--- config.mk ---
export PLATFORM = sky130hd
export DESIGN_NAME = particulate_frame_parser
export DESIGN_NICKNAME = d
export VERILOG_FILES = /design/src/hw/rtl/pfp_pkg.sv /design/src/hw/rtl/particulate_frame_parser.sv /design/src/hw/rtl/pfp_status.sv
export SDC_FILE = /design/constraint.sdc
export NUM_CORES = 1
export LEC_CHECK = 0
export BUFFER_PORTS_ARGS = -buffer_cell sky130_fd_sc_hd__buf_2
export CORE_ASPECT_RATIO = 1.5
export CORE_MARGIN = 5
export CORE_UTILIZATION = 30
export CTS_BUF_LIST = sky130_fd_sc_hd__clkbuf_4 sky130_fd_sc_hd__clkbuf_8 sky130_fd_sc_hd__clkbuf_16
export CTS_CLUSTER_DIAMETER = 80
export CTS_CLUSTER_SIZE = 28
export DETAILED_ROUTE_END_ITERATION = 8
export SETUP_SLACK_MARGIN = 0.5
export SLEW_MARGIN = 20
export SYNTH_ARGS = -nofsm -noshare
export SYNTH_HDL_FRONTEND = slang
export SYNTH_HIERARCHICAL = 1
export SYNTH_SLANG_ARGS = --single-unit
--- constraint.sdc ---
create_clock -name clock -period 8.2 [get_ports clock]
set_input_delay 0.41 -clock clock [delete_from_list [all_inputs] [get_ports clock]]
set_output_delay 0.41 -clock clock [all_outputs]
set_load 0.01 [all_outputs]
--- src/hw/rtl/pfp_pkg.sv ---
// ---------------------------------------------------------------------------
// Particulate frame parser package
// Shared types and constants of the sensor frame parser.
// ---------------------------------------------------------------------------
package pfp_pkg;

   localparam logic [7:0]  START_FIRST  = 8'h42;
   localparam logic [7:0]  START_SECOND = 8'h4D;
   localparam int          FRAME_BYTES  = 32;
   localparam int          POS_W        = $clog2(FRAME_BYTES);

   localparam logic [POS_W-1:0] POS_FIRST_DATA = POS_W'(2);
   localparam logic [POS_W-1:0] POS_PM1_HI     = POS_W'(4);
   localparam logic [POS_W-1:0] POS_PM1_LO     = POS_W'(5);
   localparam logic [POS_W-1:0] POS_PM25_HI    = POS_W'(6);
   localparam logic [POS_W-1:0] POS_PM25_LO    = POS_W'(7);
   localparam logic [POS_W-1:0] POS_PM10_HI    = POS_W'(8);
   localparam logic [POS_W-1:0] POS_PM10_LO    = POS_W'(9);
   localparam logic [POS_W-1:0] POS_CHECK_HI   = POS_W'(FRAME_BYTES - 2);
   localparam logic [POS_W-1:0] POS_LAST       = POS_W'(FRAME_BYTES - 1);

   localparam logic [15:0] START_SUM   = 16'({8'h00, START_FIRST} + {8'h00, START_SECOND});
   localparam logic [15:0] LIMIT_RESET = 16'd1000;
   localparam logic        CHECK_RESET = 1'b1;

   typedef enum logic [0:0] {
      REG_VALUE_LIMIT  = 1'b0,
      REG_CHECK_ENABLE = 1'b1
   } reg_index_type;

   typedef enum logic [1:0] {
      STATUS_OK       = 2'd0,
      STATUS_CHECKSUM = 2'd1,
      STATUS_SANITY   = 2'd2
   } status_type;

   typedef enum logic [2:0] {
      PH_HUNT    = 3'b001,
      PH_FIRST   = 3'b010,
      PH_COLLECT = 3'b100
   } phase_type;

   typedef struct packed {
      logic [15:0] value_limit;
      logic        check_enable;
   } cfg_type;

endpackage

--- src/hw/rtl/particulate_frame_parser.sv ---
// ---------------------------------------------------------------------------
// Particulate frame parser
// Hunts for the start pair, collects a 32-byte frame, checks it and emits
// the three readings with a status.
// Result: registered, valid in the cycle after the last frame byte is taken.
// Throughput: one byte per cycle unless stalled; per-byte add and compare set it.
// Input stalls only on the last frame byte while a result is still held.
// Reset: synchronous; hunting state, limit 1000, checks enabled, no result.
// ---------------------------------------------------------------------------
module particulate_frame_parser (
   input  logic        clock,
   input  logic        reset,
   input  logic        req_valid,
   output logic        req_stall,
   input  logic [7:0]  req_byte_value,
   output logic        rsp_valid,
   input  logic        rsp_stall,
   output logic [15:0] rsp_pm1_value,
   output logic [15:0] rsp_pm25_value,
   output logic [15:0] rsp_pm10_value,
   output logic [1:0]  rsp_frame_status,
   input  logic        csr_write,
   input  logic [0:0]  csr_index,
   input  logic [15:0] csr_data
);

   localparam int POS_W = pfp_pkg::POS_W;

   pfp_pkg::cfg_type    cfg_ff, cfg_in;
   pfp_pkg::phase_type  phase_ff, phase_in;
   logic [POS_W-1:0]    pos_ff, pos_in;
   logic [15:0]         sum_ff, sum_in;
   logic [15:0]         pm1_ff, pm1_in;
   logic [15:0]         pm25_ff, pm25_in;
   logic [15:0]         pm10_ff, pm10_in;
   logic [7:0]          chk_hi_ff, chk_hi_in;

   logic                out_valid_ff, out_valid_in;
   logic [15:0]         out_pm1_ff, out_pm25_ff, out_pm10_ff;
   logic [1:0]          out_status_ff;

   logic                req_fire, rsp_fire, at_last, emit;
   pfp_pkg::status_type status;

   assign at_last   = (phase_ff == pfp_pkg::PH_COLLECT) && (pos_ff == pfp_pkg::POS_LAST);
   assign req_stall = out_valid_ff && rsp_stall && at_last;
   assign req_fire  = req_valid && !req_stall;
   assign rsp_fire  = out_valid_ff && !rsp_stall;
   assign emit      = req_fire && at_last;

   always_comb begin
      cfg_in = cfg_ff;
      if (csr_write) begin
         case (pfp_pkg::reg_index_type'(csr_index))
            pfp_pkg::REG_VALUE_LIMIT:  cfg_in.value_limit  = csr_data;
            pfp_pkg::REG_CHECK_ENABLE: cfg_in.check_enable = csr_data[0];
            default: ;
         endcase
      end
   end

   always_comb begin
      phase_in  = phase_ff;
      pos_in    = pos_ff;
      sum_in    = sum_ff;
      pm1_in    = pm1_ff;
      pm25_in   = pm25_ff;
      pm10_in   = pm10_ff;
      chk_hi_in = chk_hi_ff;
      if (req_fire) begin
         case (phase_ff)
            pfp_pkg::PH_FIRST: begin
               if (req_byte_value == pfp_pkg::START_SECOND) begin
                  phase_in = pfp_pkg::PH_COLLECT;
                  pos_in   = pfp_pkg::POS_FIRST_DATA;
                  sum_in   = pfp_pkg::START_SUM;
               end else if (req_byte_value != pfp_pkg::START_FIRST) begin
                  phase_in = pfp_pkg::PH_HUNT;
               end
            end
            pfp_pkg::PH_COLLECT: begin
               if (pos_ff < pfp_pkg::POS_CHECK_HI) begin
                  sum_in = 16'(sum_ff + {8'h00, req_byte_value});
               end
               case (pos_ff)
                  pfp_pkg::POS_PM1_HI:   pm1_in[15:8]  = req_byte_value;
                  pfp_pkg::POS_PM1_LO:   pm1_in[7:0]   = req_byte_value;
                  pfp_pkg::POS_PM25_HI:  pm25_in[15:8] = req_byte_value;
                  pfp_pkg::POS_PM25_LO:  pm25_in[7:0]  = req_byte_value;
                  pfp_pkg::POS_PM10_HI:  pm10_in[15:8] = req_byte_value;
                  pfp_pkg::POS_PM10_LO:  pm10_in[7:0]  = req_byte_value;
                  pfp_pkg::POS_CHECK_HI: chk_hi_in     = req_byte_value;
                  default: ;
               endcase
               if (pos_ff == pfp_pkg::POS_LAST) begin
                  phase_in = pfp_pkg::PH_HUNT;
                  pos_in   = '0;
               end else begin
                  pos_in = POS_W'(pos_ff + 1'b1);
               end
            end
            default: begin
               phase_in = (req_byte_value == pfp_pkg::START_FIRST) ?
                          pfp_pkg::PH_FIRST : pfp_pkg::PH_HUNT;
            end
         endcase
      end
   end

   pfp_status u_status (
      .cfg         (cfg_ff),
      .pm1         (pm1_ff),
      .pm25        (pm25_ff),
      .pm10        (pm10_ff),
      .check_word  ({chk_hi_ff, req_byte_value}),
      .running_sum (sum_ff),
      .status      (status)
   );

   always_comb begin
      out_valid_in = out_valid_ff;
      if (emit) begin
         out_valid_in = 1'b1;
      end else if (rsp_fire) begin
         out_valid_in = 1'b0;
      end
   end

   always_ff @(posedge clock) begin
      if (reset) begin
         cfg_ff       <= '{value_limit: pfp_pkg::LIMIT_RESET,
                           check_enable: pfp_pkg::CHECK_RESET};
         phase_ff     <= pfp_pkg::PH_HUNT;
         pos_ff       <= '0;
         sum_ff       <= '0;
         pm1_ff       <= '0;
         pm25_ff      <= '0;
         pm10_ff      <= '0;
         chk_hi_ff    <= '0;
         out_valid_ff <= 1'b0;
      end else begin
         cfg_ff       <= cfg_in;
         phase_ff     <= phase_in;
         pos_ff       <= pos_in;
         sum_ff       <= sum_in;
         pm1_ff       <= pm1_in;
         pm25_ff      <= pm25_in;
         pm10_ff      <= pm10_in;
         chk_hi_ff    <= chk_hi_in;
         out_valid_ff <= out_valid_in;
      end
   end

   // hold the result until taken
   always_ff @(posedge clock) begin
      if (emit) begin
         out_pm1_ff    <= pm1_ff;
         out_pm25_ff   <= pm25_ff;
         out_pm10_ff   <= pm10_ff;
         out_status_ff <= status;
      end
   end

   assign rsp_valid        = out_valid_ff;
   assign rsp_pm1_value    = out_pm1_ff;
   assign rsp_pm25_value   = out_pm25_ff;
   assign rsp_pm10_value   = out_pm10_ff;
   assign rsp_frame_status = out_status_ff;

   a_stall_needs_held_result: assert property (@(posedge clock) disable iff (reset)
      req_stall |-> (out_valid_ff && at_last))
      else $error("input stalled without a held result on the last byte");

   a_emit_sets_valid: assert property (@(posedge clock) disable iff (reset)
      emit |=> rsp_valid)
      else $error("result not presented after last frame byte");

   a_emit_resumes_hunt: assert property (@(posedge clock) disable iff (reset)
      emit |=> (phase_ff == pfp_pkg::PH_HUNT && pos_ff == '0))
      else $error("parser did not resume hunting after a frame");

   a_collect_position: assert property (@(posedge clock) disable iff (reset)
      (phase_ff == pfp_pkg::PH_COLLECT) |-> (pos_ff >= pfp_pkg::POS_FIRST_DATA))
      else $error("frame position below first data byte while collecting");

endmodule

--- src/hw/rtl/pfp_status.sv ---
// ---------------------------------------------------------------------------
// Particulate frame parser status evaluation
// Compares checksum with the running sum; range and order checks apply when enabled.
// ---------------------------------------------------------------------------
module pfp_status (
   input  pfp_pkg::cfg_type    cfg,
   input  logic [15:0]         pm1,
   input  logic [15:0]         pm25,
   input  logic [15:0]         pm10,
   input  logic [15:0]         check_word,
   input  logic [15:0]         running_sum,
   output pfp_pkg::status_type status
);

   logic sanity_fail;

   assign sanity_fail = (pm1 > cfg.value_limit) || (pm25 > cfg.value_limit) ||
                        (pm10 > cfg.value_limit) || (pm25 < pm1) || (pm10 < pm25);

   always_comb begin
      if (check_word != running_sum) begin
         status = pfp_pkg::STATUS_CHECKSUM;
      end else if (cfg.check_enable && sanity_fail) begin
         status = pfp_pkg::STATUS_SANITY;
      end else begin
         status = pfp_pkg::STATUS_OK;
      end
   end

endmodule
## Word-level counts from Yosys, hierarchy flattened

Cells that the tools add are included.
Widths: inputs -> output; s select.

- Flip-flop bits (word level): 148
- Output and inout port bits: 52
- Word-level logic and storage cells: 85

- $add $sub $neg: 2
- Magnitude comparators: 6
- Equality and inequality tests: 18
- Multiplexer cells: 14
- Bitwise logic cells: 1
- Reduce and logical (&&, ||, !) cells: 27

Operators with widths:

| operator | number |
|---|---|
| $gt 16x16->1 | 3 |
| $lt 16x16->1 | 2 |
| $mux 16 | 2 |
| $pmux 16 s2 | 1 |
| $reduce_and 3->1 | 9 |
| $eq 5x3->1 const B | 4 |
| $add 16x8->16 | 1 |
| $eq 8x7->1 const B | 2 |
| $ne 16x16->1 | 1 |
| $eq 5x4->1 const B | 2 |
| $eq 5x5->1 const B | 2 |
| $mux 5 | 2 |
| $pmux 5 s2 | 1 |
| $mux 3 | 3 |
| $ne 8x7->1 const B | 1 |
| $logic_and 1x1->1 | 7 |
| $pmux 3 s2 | 1 |
| $add 5x1->5 const B | 1 |
| $lt 5x5->1 const B | 1 |
| $logic_or 1x1->1 | 4 |
| $mux 2 | 2 |
| $ne 2x1->1 const B | 2 |
| $reduce_and 2->1 | 2 |
| $reduce_and 4->1 | 1 |
| 8 further kinds | 11 |

## Longest topological paths before layout

- Depth after elaboration: 7
- Mapped depth: 11
- Depth with buffers taken out: 8

## By module

Netlist, hierarchy kept.

By module, submodules not included:

| module | times used | cells an instance | area each (um2) | seq. area each (um2) |
|---|---|---|---|---|
| particulate_frame_parser | 1 | 544 | 5,695.5 | 3,463.3 |
| pfp_status | 1 | 273 | 1,989.4 | 0.0 |

## Least setup slack after synthesis

No wires, ideal clock.

- Path kind: reg2reg
- Start point: reg pos_ff[0]
- End point: reg out_status_ff[0], in the netlist rsp_frame_status[0] (enable)
- Library setup time: 0.404 ns
- Arrival time: 2.950 ns
- Slack: 4.846 ns
- Stages on the path, launching flop included: 11
- Buffers on the path: 3
- Cell sequence: dfxtp_1 > ha_1 > clkbuf_1 > and3_1 > ha_1 > nand3_1 > and3_1 > clkbuf_1 > clkbuf_1 > nand2_1 > inv_1

- Longest elaborated chain between the ends: 6

RTL lines:

| item | RTL line | text |
|---|---|---|
| start, declared | particulate_frame_parser.sv:31 | `logic [POS_W-1:0] pos_ff, pos_in;` |
| start signal, assigned | particulate_frame_parser.sv:144 | `pos_ff <= pos_in;` |
| $eq 5x5->1 * | particulate_frame_parser.sv:45 | `assign at_last = (phase_ff == pfp_pkg::PH_COLLECT) && (pos_ff == pfp_pkg::POS_LAST);` |
| $logic_and 1x1->1 * | particulate_frame_parser.sv:45 |  |
| $logic_and 1x1->1 | particulate_frame_parser.sv:46 | `assign req_stall = out_valid_ff && rsp_stall && at_last;` |
| $logic_not 1->1 | particulate_frame_parser.sv:47 | `assign req_fire = req_valid && !req_stall;` |
| $logic_and 1x1->1 | particulate_frame_parser.sv:47 |  |
| $logic_and 1x1->1 * | particulate_frame_parser.sv:49 | `assign emit = req_fire && at_last;` |
| named net emit | particulate_frame_parser.sv:42 | `logic req_fire, rsp_fire, at_last, emit;` |
| end signal, assigned | particulate_frame_parser.sv:160 | `out_status_ff <= status;` |
| end, declared | particulate_frame_parser.sv:40 | `logic [1:0] out_status_ff;` |

Mark *: on every way through the listed nets, which the timed path passes. The rest lies on a longest branch.
A chain may end at the register's enable or synchronous reset.

## Worst setup path after layout

- Start point: reg pos_ff[1]
- End point: reg out_pm10_ff[0], in the netlist rsp_pm10_value[0] (enable)

- Longest elaborated chain between the ends: 6

RTL lines:

| item | RTL line | text |
|---|---|---|
| $eq 5x5->1 * | particulate_frame_parser.sv:45 |  |
| $logic_and 1x1->1 * | particulate_frame_parser.sv:45 |  |
| $logic_and 1x1->1 | particulate_frame_parser.sv:46 |  |
| $logic_not 1->1 | particulate_frame_parser.sv:47 |  |
| $logic_and 1x1->1 | particulate_frame_parser.sv:47 |  |
| $logic_and 1x1->1 * | particulate_frame_parser.sv:49 |  |
| named net emit | particulate_frame_parser.sv:42 |  |
| end signal, assigned | particulate_frame_parser.sv:159 | `out_pm10_ff <= pm10_ff;` |
| end, declared | particulate_frame_parser.sv:39 | `logic [15:0] out_pm1_ff, out_pm25_ff, out_pm10_ff;` |

Marked as above.

==> results_dict.tcl <==
set metrics [dict create \
    finClkSkew_ps 15.1 \
    p_per_area_nw_per_um2 174 \
    numCtsBuffers 17 \
    port_buffers 81 \
    die_w_um 141 \
    synth_area_um2 7680 \
    syn-num-nets 939 \
    cp-end-kind "flop" \
    cts_root_buf "clkbuf_16" \
    ys_seq_area_share_pct 45.1 \
    timing.final.crit_period_ps 3220 \
    rsz0062_at_grt "no" \
    placementRows 71 \
    first_global_vias 6047 \
    max_freq_ghz 0.311 \
    synth_largest_area_cell "dfxtp_1" \
    grt_overflow 0 \
    synth_edf_count 50 \
    ys_ff_latch 148 \
    dpl_worst_slack_ps 5000 \
    synthCells 817 \
    post_cts_resized 0 \
    detail_route.vias_per_cell 4.97 \
    hpwl_um 15400 \
    status "completed" \
    coreArea_um2 25100 \
    critPathRequiredTime_ps 8100 \
    synthArstFlopShare_pct 0 \
    dr.pass1.iters 5 \
    gp_congestion 0.825 \
    setup_viol 0 \
    tns_ps 0 \
    maxCapViolations 0 \
    cts_tree "done" \
    yosysWarningCount 6 \
    finalHoldViolCount 0 \
    grt_use_total_pct 14.4 \
    dieArea_um2 29000 \
    ant_nets 0 \
    routedWlPerCell_um 16.7 \
    peakVddDrop_uv 147 \
    initial_core_util_pct 30.6 \
    p_leak_nw 4.03 \
    clk_pin_slew_ps 70 \
    cts_buffer_depth 2 \
    clock_sinks 148 \
    drc 0 \
    fin_ws_ps 4980 \
    io_pins 82 \
    ys_types 58 \
    clkLatencyLatePin_ps 430 \
    tightest_slew_ps 999 \
    grt_max_degree 82 \
    slew-limit-headroom_pct 33.0 \
    antenna_found_initial 0 \
    post_cts_buffers 0 \
    start_kind "flop" \
    nFillCells 2543 \
    layout-drive-gt1-share_pct 13.8 \
    synth_area_leaders "dfxtp_1, edfxtp_1, ha_1, a21oi_1, nand2_1" \
    grt_pass1_wl_um 32500 \
    area_delta_synth_final_pct 16.5 \
    worstPathMaxFanout 50 \
    cp_data_arrival_time_ps 3120 \
    fp.dieH_um 206 \
    vias 6114 \
    drt_wl_total_um 20500 \
    drv_slew 0 \
    layout.nets 1011 \
    netlist.area_leader.share_pct 25.5 \
    period_share_pct 39.2 \
    path_class "reg -> reg" \
    synth_ff_type "dfxtp_1" \
    cts_hold_buf 0 \
    htreeDepth 4 \
    synth_area_per_cell_um2 9.41 \
    insertedDiodeCount 0 \
    drtIter0Drc 424 \
    hold_class "in -> reg" \
]
-- cell families after synthesis --
| group | Yosys count | share of synthesized area, % |
|---|---|---|
| and+or+nand+nor | 271 | 16.7 |
| buffers and inverters | 97 | 4.75 |
| muxes | 25 | 3.26 |
| adders and majority gates | 92 | 15.1 |
| xor gates and xnor gates | 23 | 2.62 |
| AOI/OAI and AO/OA | 161 | 12.6 |
| DFF | 148 | 45.1 |
-- placed cells by master, fill, tap and decap left out, drive strengths merged, types with 5 or more instances in the layout --
cell and instances:
a21o 9, a21oi 92, a221oi 5, a31oi 5, and3 5, buf 85
clkbuf 18, clkinv 6, dfxtp 98, edfxtp 50, ha 91, inv 71
mux2i 25, nand2 104, nand3 55, nand4 17, nor2 51, nor3 7
nor4 10, o21ai 18, o31ai 6, or4 5, xor2 19
-- flip-flops by register name, indices dropped and copies added (netlist names) --
name              count
rsp_pm25_value       16
chk_hi_ff             8
pm10_ff              16
cfg_ff               17
rsp_valid             1
pm25_ff              16
pm1_ff               16
rsp_pm1_value        16
phase_ff              3
rsp_pm10_value       16
sum_ff               16
pos_ff                5
rsp_frame_status      2
-- cell type report --
| cell class | instances | area (µm²) | share of cell area [%] |
|---|---|---|---|
| multi-input cells | 572 | 3860 | 43.1 |
| flip-flops and latches | 148 | 3460 | 38.7 |
| clock buffers | 18 | 450 | 5.03 |
| repair buffers | 85 | 435 | 4.86 |
| well taps | 328 | 410 | 4.58 |
| inverters | 65 | 245 | 2.74 |
| clock inverters | 13 | 95.1 | 1.06 |
-- Yosys cell counts, types with 2 or more instances --
master / count
mux2i_1: 25
edfxtp_1: 50
ha_1: 91
a311oi_1: 3
nand2b_1: 4
o32a_1: 2
or4_1: 5
xnor2_1: 4
o21ai_0: 17
o31ai_1: 6
o211ai_1: 2
a21o_1: 9
nor2_1: 51
nand3_1: 55
a221oi_1: 5
clkbuf_1: 30
nor4_1: 9
nor3_1: 7
and4_1: 2
a22oi_1: 4
o21a_1: 2
a21oi_1: 92
inv_1: 64
and3_1: 5
a31oi_1: 5
dfxtp_1: 98
nor3b_1: 2
nand2_1: 104
nand4_1: 17
xor2_1: 19
-- power breakdown --
part           total (mW)  leakage [nW]  switching [mW]  internal (mW)
logic              0.0722          2.38          0.0503         0.0219
registers           0.760          1.37         0.00241          0.757
clock network       0.725         0.274           0.318          0.407
-- critical path: stages, from the launching register on --
cell and delay [ps]:
dfxtp_1 430, ha_1 450, and3_1 220, ha_1 220, nand3_1 130, and3_1 360
nand2_1 170, clkinv_2 660
-- per-layer routing --
layer  share of wire [%]  vias up  global-route usage, %
met5                   0        -                      0
met4                 2.3        0                   5.33
met3                 3.1       28                   2.50
met2                  52      113                   25.9
met1                  42     2904                   17.0
li1                    -     3069                      -
-- path summary, 6_finish.rpt --
path	slack (ps)	startpoint	cells past startpoint	endpoint
worst min register to register	460	cfg_ff[5]	2	cfg_ff[5]
worst max-delay path	4980	pos_ff[1]	7	rsp_pm10_value[0]
worst min-delay path	210	csr_data[8]	3	cfg_ff[9]
worst max register to register	4980	pos_ff[1]	7	rsp_pm10_value[0]
-- per-stage QoR --
stage          utilization (%)  power, mW  hold slack, ps  area (µm²)  std cells
2_1_floorplan                -      0.817             436        7680        817
3_3_place_gp              33.4      0.847             443        8410       1198
3_5_place_dp              33.4      0.848             448        8410       1198
4_1_cts                   35.6       1.57             189        8950       1229
5_1_grt                   35.6       1.61             203        8960       1229
6_report                  35.6       1.56             208        8960       1229
Note: power is estimated with default switching activity, not from simulation.
